[src/rtl/core/sip_pkg.sv]
// Shared types and constants for the saturating integer power block.
`timescale 1ns / 1ps

package sip_pkg;

   localparam int FIELD_W     = 32;
   localparam int W_EFF_W     = 6;
   localparam int CSR_INDEX_W = 2;
   localparam int CSR_DATA_W  = 32;

   localparam logic [CSR_INDEX_W-1:0] REG_WIDTH_SELECT = 2'd0;
   localparam logic [CSR_INDEX_W-1:0] REG_SIGNED_MODE  = 2'd1;

   localparam logic [1:0] WSEL_8  = 2'd0;
   localparam logic [1:0] WSEL_16 = 2'd1;

   localparam logic [W_EFF_W-1:0] WIDTH_8  = 6'd8;
   localparam logic [W_EFF_W-1:0] WIDTH_16 = 6'd16;
   localparam logic [W_EFF_W-1:0] WIDTH_32 = 6'd32;

   typedef struct packed {
      logic load;
      logic init;
      logic mul;
      logic mul_sq;
      logic wr_r;
      logic wr_sq;
      logic shift;
   } sip_cmd_type;

   typedef struct packed {
      logic special;
      logic e_zero;
      logic e_odd;
      logic e_more;
   } sip_status_type;

endpackage

[src/rtl/core/sip_datapath.sv]
// Operand decode, shared saturating multiplier and power registers.
`timescale 1ns / 1ps

module sip_datapath #(
   parameter int MAX_WIDTH = 32
) (
   input  logic                          clock,
   input  logic [1:0]                    width_select,
   input  logic                          signed_mode,
   input  logic [sip_pkg::FIELD_W-1:0]   base_bits,
   input  logic [sip_pkg::FIELD_W-1:0]   exponent_bits,
   input  sip_pkg::sip_cmd_type          cmd,
   output sip_pkg::sip_status_type       status,
   output logic [sip_pkg::FIELD_W-1:0]   power_bits
);
   import sip_pkg::*;

   localparam int DW = MAX_WIDTH;
   localparam int PW = 2 * DW + 2;
   localparam logic signed [DW:0] ONE     = (DW + 1)'(1);
   localparam logic signed [DW:0] NEG_ONE = '1;

   logic [W_EFF_W-1:0]   w_eff;
   logic [DW-1:0]        mask;
   logic [DW-1:0]        top_bit;
   logic [DW-1:0]        a_raw;
   logic [DW-1:0]        b_raw;
   logic signed [DW:0]   a_ext;
   logic signed [DW:0]   b_ext;
   logic signed [DW:0]   hi;
   logic signed [DW:0]   lo;
   logic signed [PW-1:0] hi_w;
   logic signed [PW-1:0] lo_w;
   logic signed [DW:0]   op_a;
   logic signed [DW:0]   sat_val;
   logic signed [DW:0]   special_val;

   logic signed [DW:0]   a_ff, a_in;
   logic signed [DW:0]   b_ff, b_in;
   logic signed [DW:0]   r_ff, r_in;
   logic signed [DW:0]   sq_ff, sq_in;
   logic [DW-1:0]        e_ff, e_in;
   logic signed [PW-1:0] prod_ff, prod_in;

   always_comb begin
      case (width_select)
         WSEL_8:  w_eff = WIDTH_8;
         WSEL_16: w_eff = WIDTH_16;
         default: w_eff = WIDTH_32;
      endcase
      if (w_eff > W_EFF_W'(DW)) begin
         w_eff = W_EFF_W'(DW);
      end
   end

   always_comb begin
      for (int i = 0; i < DW; i++) begin
         mask[i] = (W_EFF_W'(i) < w_eff);
      end
   end

   assign top_bit = mask ^ (mask >> 1);
   assign a_raw   = base_bits[DW-1:0] & mask;
   assign b_raw   = exponent_bits[DW-1:0] & mask;

   assign a_ext = (signed_mode && |(a_raw & top_bit)) ? {1'b1, a_raw | ~mask} : {1'b0, a_raw};
   assign b_ext = (signed_mode && |(b_raw & top_bit)) ? {1'b1, b_raw | ~mask} : {1'b0, b_raw};

   assign hi   = signed_mode ? {1'b0, mask >> 1} : {1'b0, mask};
   assign lo   = signed_mode ? ~{1'b0, mask >> 1} : '0;
   assign hi_w = PW'(hi);
   assign lo_w = PW'(lo);

   assign op_a    = cmd.mul_sq ? sq_ff : r_ff;
   assign prod_in = op_a * sq_ff;

   always_comb begin
      if (prod_ff > hi_w) begin
         sat_val = hi;
      end else if (prod_ff < lo_w) begin
         sat_val = lo;
      end else begin
         sat_val = prod_ff[DW:0];
      end
   end

   always_comb begin
      if (b_ff == '0 || a_ff == ONE) begin
         special_val = ONE;
      end else if (a_ff == NEG_ONE) begin
         special_val = b_ff[0] ? NEG_ONE : ONE;
      end else begin
         special_val = '0;
      end
   end

   assign status.special = (b_ff == '0) || (a_ff == ONE) || b_ff[DW];
   assign status.e_zero  = (e_ff == '0);
   assign status.e_odd   = e_ff[0];
   assign status.e_more  = |e_ff[DW-1:1];

   always_comb begin
      a_in  = a_ff;
      b_in  = b_ff;
      r_in  = r_ff;
      sq_in = sq_ff;
      e_in  = e_ff;
      if (cmd.load) begin
         a_in = a_ext;
         b_in = b_ext;
      end
      if (cmd.init) begin
         r_in  = status.special ? special_val : a_ff;
         sq_in = a_ff;
         e_in  = b_ff[DW-1:0] - DW'(1);
      end
      if (cmd.wr_r) begin
         r_in = sat_val;
      end
      if (cmd.wr_sq) begin
         sq_in = sat_val;
      end
      if (cmd.shift) begin
         e_in = e_ff >> 1;
      end
   end

   always_ff @(posedge clock) begin
      a_ff  <= a_in;
      b_ff  <= b_in;
      r_ff  <= r_in;
      sq_ff <= sq_in;
      e_ff  <= e_in;
      if (cmd.mul) begin
         prod_ff <= prod_in;
      end
   end

   assign power_bits = FIELD_W'(r_ff[DW-1:0] & mask);

endmodule

[src/rtl/core/sip_ctrl.sv]
// Sequencer for the square-and-multiply loop and the word handshakes.
`timescale 1ns / 1ps

module sip_ctrl (
   input  logic                      clock,
   input  logic                      reset,
   input  logic                      req_valid,
   output logic                      req_stall,
   output logic                      rsp_valid,
   input  logic                      rsp_stall,
   input  sip_pkg::sip_status_type   status,
   output sip_pkg::sip_cmd_type      cmd
);
   import sip_pkg::*;

   typedef enum logic [2:0] {
      S_IDLE,
      S_INIT,
      S_STEP,
      S_MUL_R,
      S_SAT_R,
      S_MUL_SQ,
      S_SAT_SQ,
      S_OUT
   } state_type;

   state_type state_ff, state_in;
   logic      req_stall_ff;
   logic      rsp_valid_ff;
   logic      accept;

   assign accept = req_valid && !req_stall_ff;

   always_comb begin
      state_in = state_ff;
      case (state_ff)
         S_IDLE: begin
            if (accept) begin
               state_in = S_INIT;
            end
         end
         S_INIT: begin
            state_in = status.special ? S_OUT : S_STEP;
         end
         S_STEP: begin
            if (status.e_zero) begin
               state_in = S_OUT;
            end else if (status.e_odd) begin
               state_in = S_MUL_R;
            end else begin
               state_in = S_MUL_SQ;
            end
         end
         S_MUL_R: begin
            state_in = S_SAT_R;
         end
         S_SAT_R: begin
            state_in = status.e_more ? S_MUL_SQ : S_OUT;
         end
         S_MUL_SQ: begin
            state_in = S_SAT_SQ;
         end
         S_SAT_SQ: begin
            state_in = S_STEP;
         end
         S_OUT: begin
            if (!rsp_stall) begin
               state_in = S_IDLE;
            end
         end
         default: begin
            state_in = S_IDLE;
         end
      endcase
   end

   always_comb begin
      cmd        = '0;
      cmd.load   = (state_ff == S_IDLE) && accept;
      cmd.init   = (state_ff == S_INIT);
      cmd.mul    = (state_ff == S_MUL_R) || (state_ff == S_MUL_SQ);
      cmd.mul_sq = (state_ff == S_MUL_SQ);
      cmd.wr_r   = (state_ff == S_SAT_R);
      cmd.wr_sq  = (state_ff == S_SAT_SQ);
      cmd.shift  = (state_ff == S_SAT_R) ||
                   ((state_ff == S_STEP) && !status.e_zero && !status.e_odd);
   end

   always_ff @(posedge clock) begin
      if (reset) begin
         state_ff     <= S_IDLE;
         req_stall_ff <= 1'b1;
         rsp_valid_ff <= 1'b0;
      end else begin
         state_ff     <= state_in;
         req_stall_ff <= (state_in != S_IDLE);
         rsp_valid_ff <= (state_in == S_OUT);
      end
   end

   assign req_stall = req_stall_ff;
   assign rsp_valid = rsp_valid_ff;

endmodule

[src/rtl/core/saturating_integer_power.sv]
// Top level of the saturating integer power block.
//
//   channel   direction  handshake              payload
//   req_      in         req_valid / req_stall  req_base_bits, req_exponent_bits
//   rsp_      out        rsp_valid / rsp_stall  rsp_power_bits
//   csr_      in         csr_valid / csr_ready  csr_index, csr_data
//
// One word in flight. For a zero or negative exponent or a unit base the result is set
// in the init state and goes straight out; otherwise, with e = exponent - 1, the loop
// scans e from its low bit, multiplying the result by the square for each set bit and
// squaring below the top bit, through the shared multiplier, product register and clamp.
// Reset clears the sequencer and sets width to 8 bits, signed.
// req_stall is high during reset and from acceptance until the result leaves.
`timescale 1ns / 1ps

module saturating_integer_power #(
   parameter int MAX_WIDTH = 32
) (
   input  logic                              clock,
   input  logic                              reset,
   input  logic                              req_valid,
   output logic                              req_stall,
   input  logic [sip_pkg::FIELD_W-1:0]       req_base_bits,
   input  logic [sip_pkg::FIELD_W-1:0]       req_exponent_bits,
   output logic                              rsp_valid,
   input  logic                              rsp_stall,
   output logic [sip_pkg::FIELD_W-1:0]       rsp_power_bits,
   input  logic                              csr_valid,
   output logic                              csr_ready,
   input  logic [sip_pkg::CSR_INDEX_W-1:0]   csr_index,
   input  logic [sip_pkg::CSR_DATA_W-1:0]    csr_data
);
   import sip_pkg::*;

   logic [1:0]     width_select_ff, width_select_in;
   logic           signed_mode_ff, signed_mode_in;
   sip_cmd_type    cmd;
   sip_status_type status;

   assign csr_ready = 1'b1;

   always_comb begin
      width_select_in = width_select_ff;
      signed_mode_in  = signed_mode_ff;
      if (csr_valid) begin
         case (csr_index)
            REG_WIDTH_SELECT: width_select_in = csr_data[1:0];
            REG_SIGNED_MODE:  signed_mode_in  = csr_data[0];
            default: begin
            end
         endcase
      end
   end

   always_ff @(posedge clock) begin
      if (reset) begin
         width_select_ff <= WSEL_8;
         signed_mode_ff  <= 1'b1;
      end else begin
         width_select_ff <= width_select_in;
         signed_mode_ff  <= signed_mode_in;
      end
   end

   sip_ctrl u_ctrl (
      .clock     (clock),
      .reset     (reset),
      .req_valid (req_valid),
      .req_stall (req_stall),
      .rsp_valid (rsp_valid),
      .rsp_stall (rsp_stall),
      .status    (status),
      .cmd       (cmd)
   );

   sip_datapath #(
      .MAX_WIDTH (MAX_WIDTH)
   ) u_datapath (
      .clock         (clock),
      .width_select  (width_select_ff),
      .signed_mode   (signed_mode_ff),
      .base_bits     (req_base_bits),
      .exponent_bits (req_exponent_bits),
      .cmd           (cmd),
      .status        (status),
      .power_bits    (rsp_power_bits)
   );

endmodule
[config.mk]
export PLATFORM = sky130hd
export DESIGN_NAME = saturating_integer_power
export DESIGN_NICKNAME = d
export VERILOG_FILES = /design/src/rtl/core/sip_pkg.sv /design/src/rtl/core/sip_datapath.sv /design/src/rtl/core/sip_ctrl.sv /design/src/rtl/core/saturating_integer_power.sv
export SDC_FILE = /design/constraint.sdc
export NUM_CORES = 2
export LEC_CHECK = 0
export BUFFER_PORTS_ARGS = -buffer_cell sky130_fd_sc_hd__buf_2
export CAP_MARGIN = 20
export CORE_MARGIN = 2
export CORE_UTILIZATION = 55
export CTS_BUF_LIST = sky130_fd_sc_hd__clkbuf_2
export CTS_CLUSTER_SIZE = 12
export DETAILED_ROUTE_END_ITERATION = 16
export PLACE_DENSITY = 0.77
export RECOVER_POWER = 25
export SLEW_MARGIN = 15
export SYNTH_ARGS = -nofsm -noshare
export SYNTH_HDL_FRONTEND = slang
export SYNTH_SLANG_ARGS = --single-unit
export TNS_END_PERCENT = 5
[constraint.sdc]
create_clock -name clock -period 22.4 [get_ports clock]
set_clock_uncertainty 0.05 [all_clocks]
set_input_delay 1.12 -clock clock [delete_from_list [all_inputs] [get_ports clock]]
set_output_delay 1.12 -clock clock [all_outputs]
set_load 0.05 [all_outputs]
Yosys cells after proc, flatten, opt, wreduce, memory -nomap -nowiden --
Index checks and enable logic that the tools add are counted.
Cells by class: add/sub/neg operators 1, multipliers 1, $lt $le $gt $ge 35, eq/ne operators 12, multiplexer cells 26, bitwise logic cells 10, reduce and logical (&&, ||, !) cells 27
Operator list (count):
- 33-bit 2-to-1 mux | 14
- 32-bit AND | 5
- 5-bit by 6-bit less-than comparator with 1-bit output, first input constant | 16
- 66-bit by 33-bit > comparator with 1-bit output | 1
- 66-bit by 33-bit less-than comparator with 1-bit output | 1
- 33-bit by 33-bit multiplier with 66-bit output | 1
- 32-bit bitwise OR | 2
- 32-bit OR reduction | 2
- 31-bit 2-to-1 mux | 2
- 4-bit by 6-bit less-than comparator with 1-bit output, first input constant | 8
- 33-bit by 1-bit == test with 1-bit output, second input constant | 1
- 33-bit by 2-bit == test with 1-bit output, second input constant | 1
- 33-bit logical NOT | 1
- 31-bit NOT with 33-bit output | 1
- 32-bit logical NOT | 1
- 32-bit 2-to-1 mux | 1
- 32-bit NOT | 1
- 32-bit by 1-bit subtractor with 32-bit output, second input constant | 1
- 32-bit by 31-bit XOR with 32-bit output | 1
- 31-bit OR reduction | 1
- 3-bit by 6-bit less-than comparator with 1-bit output, first input constant | 4
- 3-bit one-hot mux with 8 select lines | 1
- 3-bit == test, second input constant | 5
- 3-bit 2-to-1 mux | 5
- 17 further kinds | 35
Word-level totals: flip-flop bits (word level) 238, input bits 103, output and inout port bits 35, logic and storage cells 124

Logic depth before layout (Yosys ltp) --
depth after elaboration 11, depth in mapped cells 35, mapped depth without buffers 31

By module --
From an unflattened synthesis, not the netlist that was laid out.
Unflattened totals: cell total of the unflattened synthesis 5237, area, all modules 51679.6 µm²
By module, submodules not included:
- sip_datapath | instances 1, cells an instance 5177, area each 51171.6 µm², sequential area each 6896.6 µm²
- sip_ctrl | instances 1, cells an instance 44, area each 347.8 µm², sequential area each 100.1 µm²
- saturating_integer_power | instances 1, cells an instance 16, area each 160.2 µm², sequential area each 60.1 µm²

Least setup slack after synthesis --
Ideal clock, no wire load.
path kind register -> register, start reg u_ctrl.state_ff[2], end reg u_datapath.prod_ff[63], data pin, library setup time 0.265 ns, data arrival time 8.556 ns, required time 22.085 ns, slack 13.529 ns, cell stages (with the launch flop) 32, path buffers 4, period minus slack after synthesis 8.871 ns, path through dfxtp_1 > nor2b_1 > and2_1 > clkbuf_1 > clkbuf_1 > a21o_1 > clkbuf_1 > nand2_1 > inv_1 > fa_1 > inv_1 > fa_1 > fa_1 > inv_1 > fa_1 > fa_1 > fa_1 > fa_1 > inv_1 > fa_1 > inv_1 > ha_1 > clkbuf_1 > a21o_1 > a21o_1 > a21oi_1 > nor2_1 > o21a_1 > o211ai_1 > and3_1 > o21ai_0 > xor2_1
On the way: cells in the longest elaborated chain, start to end 3
RTL lines:
- from (decl) | RTL line sip_ctrl.sv:27 | state_type state_ff, state_in;
- from (signal assigned) | RTL line sip_ctrl.sv:95 | state_ff <= state_in;
- 3-bit == test | RTL line sip_ctrl.sv:82 | cmd.mul_sq = (state_ff == S_MUL_SQ);
- 33-bit 2-to-1 mux | RTL line sip_datapath.sv:74 | assign op_a = cmd.mul_sq ? sq_ff : r_ff;
- 33-bit by 33-bit multiplier with 66-bit output | RTL line sip_datapath.sv:75 | assign prod_in = op_a * sq_ff;
- via u_datapath.prod_in[63] | RTL line sip_datapath.sv:43 | logic signed [PW-1:0] prod_ff, prod_in;
- to (signal assigned) | RTL line sip_datapath.sv:135 | prod_ff <= prod_in;
- to (decl) | RTL line sip_datapath.sv:43
The timed path passes the listed nets, and every way through them passes these cells. A chain may end at the register's enable or synchronous reset.

Worst setup path in the final report --
start reg u_ctrl.state_ff[2], end reg u_datapath.prod_ff[64], data pin
The elaborated chain is that of the path after synthesis.

==> run metrics <==
final hold vios 0; share of cells above drive strength 1 0.0593; setup bufs post-CTS 0; initial core utilization 0.555; detailed-route via count 37297; RSZ-0062 raised after global routing false; crit path DAT 11.20 ns; Wirelength per Cell 19.6 um; min-delay src req_exponent_bits[0]; ranking of synthesized cells by area fa_1 (44%), edfxtp_1 (13%), inv_1 (8.1%), ha_1 (7.4%), and2_1 (6.9%); largest net degree at the start of global routing 68; core footprint 93500 um2; yosys warns 0; final hold slack 0.257 ns; H-Tree Level Count 2; Syn Inst Count 5409; Placed Cells 6531; Seq cells post-synth 238; Inserted Clock Buffers 56; drt total wl 130000 um; gr ovfl total 0; FMAX 0.0945 GHz; Final WS setup 11.82 ns; R2R depth 28; Post-Synth XOR/XNOR Area 0.0174; Post-synth EDFFs 229; critical path required time 23.02 ns; gp weighted congestion 0.924; crit end category flop; Pre-Repair DR Iteration Count 6; crit path time final 10.58 ns; CP startpoint kind flop; run status finished with violations; area leader, netlist fa_1; Mapped Area 51900 um2; worst slew pin tran 3.64 ns; Crit-path slowest cell nand2_2; Final Cycle Share 0.472; cts repair resizes 0; CP startpoint u_ctrl.state_ff[2]$_SDFF_PP0_; violated checks max-capacitance violations, max-slew violations; HPWL after detailed placement 103000 um; critical path type flop to flop; DRC viols 0; worst r2r src u_ctrl.state_ff[2]$_SDFF_PP0_; setup tns final 0 ns; Setup WS pre-CTS 12.00 ns; Main synth FF type edfxtp_1; Antenna Nets Post-Route 0; Top Ports 138; HP Class input pin to flop; clock root cell clkbuf_2; WHS Path Cells 1; main combinational cell family by area after synthesis adder cells; initial antenna violation count 3; CTS tree yes; CTS max path bufs 3; clk slew on worst S/H paths 0.12 ns; adder-cell share of the synthesized area 0.516; Synth Area in Compound Gates 0.0659; input/output buffers 106; vias in the first global route 40306; fin. max-slew vios 259; Finished Layout Cells 6638; Die H 311 um; post-synthesis mux area share 0.00116; async set-reset flop share out of synthesis 0; crit-path most repeated cell fa_1; Cell variety after synth 81; simple-gate portion of the synthesized area 0.158; fin nets 6895; commonest non-fill, non-tap cell in the layout fa_1; clock latency on the worst-skew pair 0.98 ns; Yosys top cell area share 0.442; Setup-failing EPs final 0; die width 311 um; first-pass GRT wire length 214000 um; CP peak stage delay 0.71 ns; max cap viols 5; Avg Inst Size Synth 9.60 um2; worst rel slew slack -1.43; die area 96900 um2; DR vias/cell 5.62; GRT Overall Usage 0.280; most frequent cells in the layout fa_1 (1145), inv_1 (1119), nand2_1 (702); Critical Path Fanout Max 66; cts hold-fix bufs 0; Cell Rows 112; Clock Sinks 238; area grow syn2layout 3.87%; initial DRC count 2917; Seq/Total Area, Yosys 0.136
-- area by class of cell --
type / count / area, um2
Timing Repair Buffer: 181 / 1100
Clock inverter: 24 / 133
Sequential cell: 238 / 7060
Fill cell: 7988 / 39500
Clock buffer: 77 / 385
Multi-Input combinational cell: 3741 / 39500
Tap cell: 1254 / 1570
Antenna cell: 3 / 7.51
Inverter: 1120 / 4200
-- layer usage --
metal	part of all wire	up-vias	routed length, um	global-route usage
met2	0.49	1585	63900	0.473
met4	0.033	0	4360	0.0962
met3	0.082	289	10700	0.0391
met5	0	-	0	0.00296
li1	-	16284	-	-
met1	0.39	19139	51300	0.372
-- cells by family (layout without fill, tap and decap cells) --
logic type | count (synthesis) | count (layout)
compound gates | 524 | 524
xor+xnor | 103 | 103
fa+ha+maj | 1454 | 1454
buf+inv | 1436 | 1402
flops | 238 | 238
mux | 6 | 6
other cells | 2 | 11
simple gates | 1646 | 1646
-- cell usage after synthesis (6+ instances only) --
cell      instances
a211oi_1         13
a21o_1           94
a21oi_1         142
a31oi_1          40
and2_1          569
and3_1            9
buf_1             7
buf_2            13
clkbuf_1        284
dfxtp_1           9
edfxtp_1        229
fa_1           1145
ha_1            309
inv_1          1119
mux2i_1           6
nand2_1         711
nand2b_1         17
nand3_1          40
nand4_1          42
nor2_1          136
nor2b_1          15
nor3_1           26
nor4_1           34
o211ai_1         20
o21a_1           22
o21ai_0         108
o21ai_1           7
o21bai_1          8
o311a_1          14
o31ai_1          10
or2_2            10
or4_1             6
xnor2_1          73
xor2_1           30
-- worst max-delay path: cells and delay by family, from the launching register on --
| family | cells | cell delay, ns |
|---|---|---|
| AOI/OAI and AO/OA | 4 | 1.51 |
| xor gates and xnor gates | 1 | 0.11 |
| and+or+nand+nor | 9 | 2.51 |
| buffers and inverters | 5 | 0.83 |
| DFF | 1 | 0.67 |
| adders and majority gates | 9 | 4.50 |
-- registers in the layout, indices dropped and copies added, names as in the netlist --
signal,cells
u_datapath.prod_ff,66
u_datapath.a_ff,33
u_datapath.b_ff,33
u_datapath.r_ff,33
u_datapath.sq_ff,33
u_datapath.e_ff,32
u_ctrl.state_ff,3
width_select_ff,2
signed_mode_ff,1
u_ctrl.req_stall,1
u_ctrl.rsp_valid,1
-- path summary, 6_finish.rpt --
check / endpoint / slack [ns]
setup reg to reg: u_datapath.prod_ff[64]$_DFFE_PP_ / 11.82
hold / removal: u_datapath.b_ff[0]$_DFFE_PP_ / 0.26
hold reg to reg: u_datapath.e_ff[31]$_SDFFE_PP0P_ / 0.51
setup / recovery: u_datapath.prod_ff[64]$_DFFE_PP_ / 11.82
-- per-stage QoR --
step | area, um2 | util
after floorplan | 51900 | -
after global placement | 53400 | 0.571
after detailed placement | 53400 | 0.571
after CTS | 53900 | 0.577
after global routing | 53900 | 0.577
final | 53900 | 0.577
Power is not shown: default switching activity piles up to over one toggle a cycle in this logic, so the estimate is an artifact.
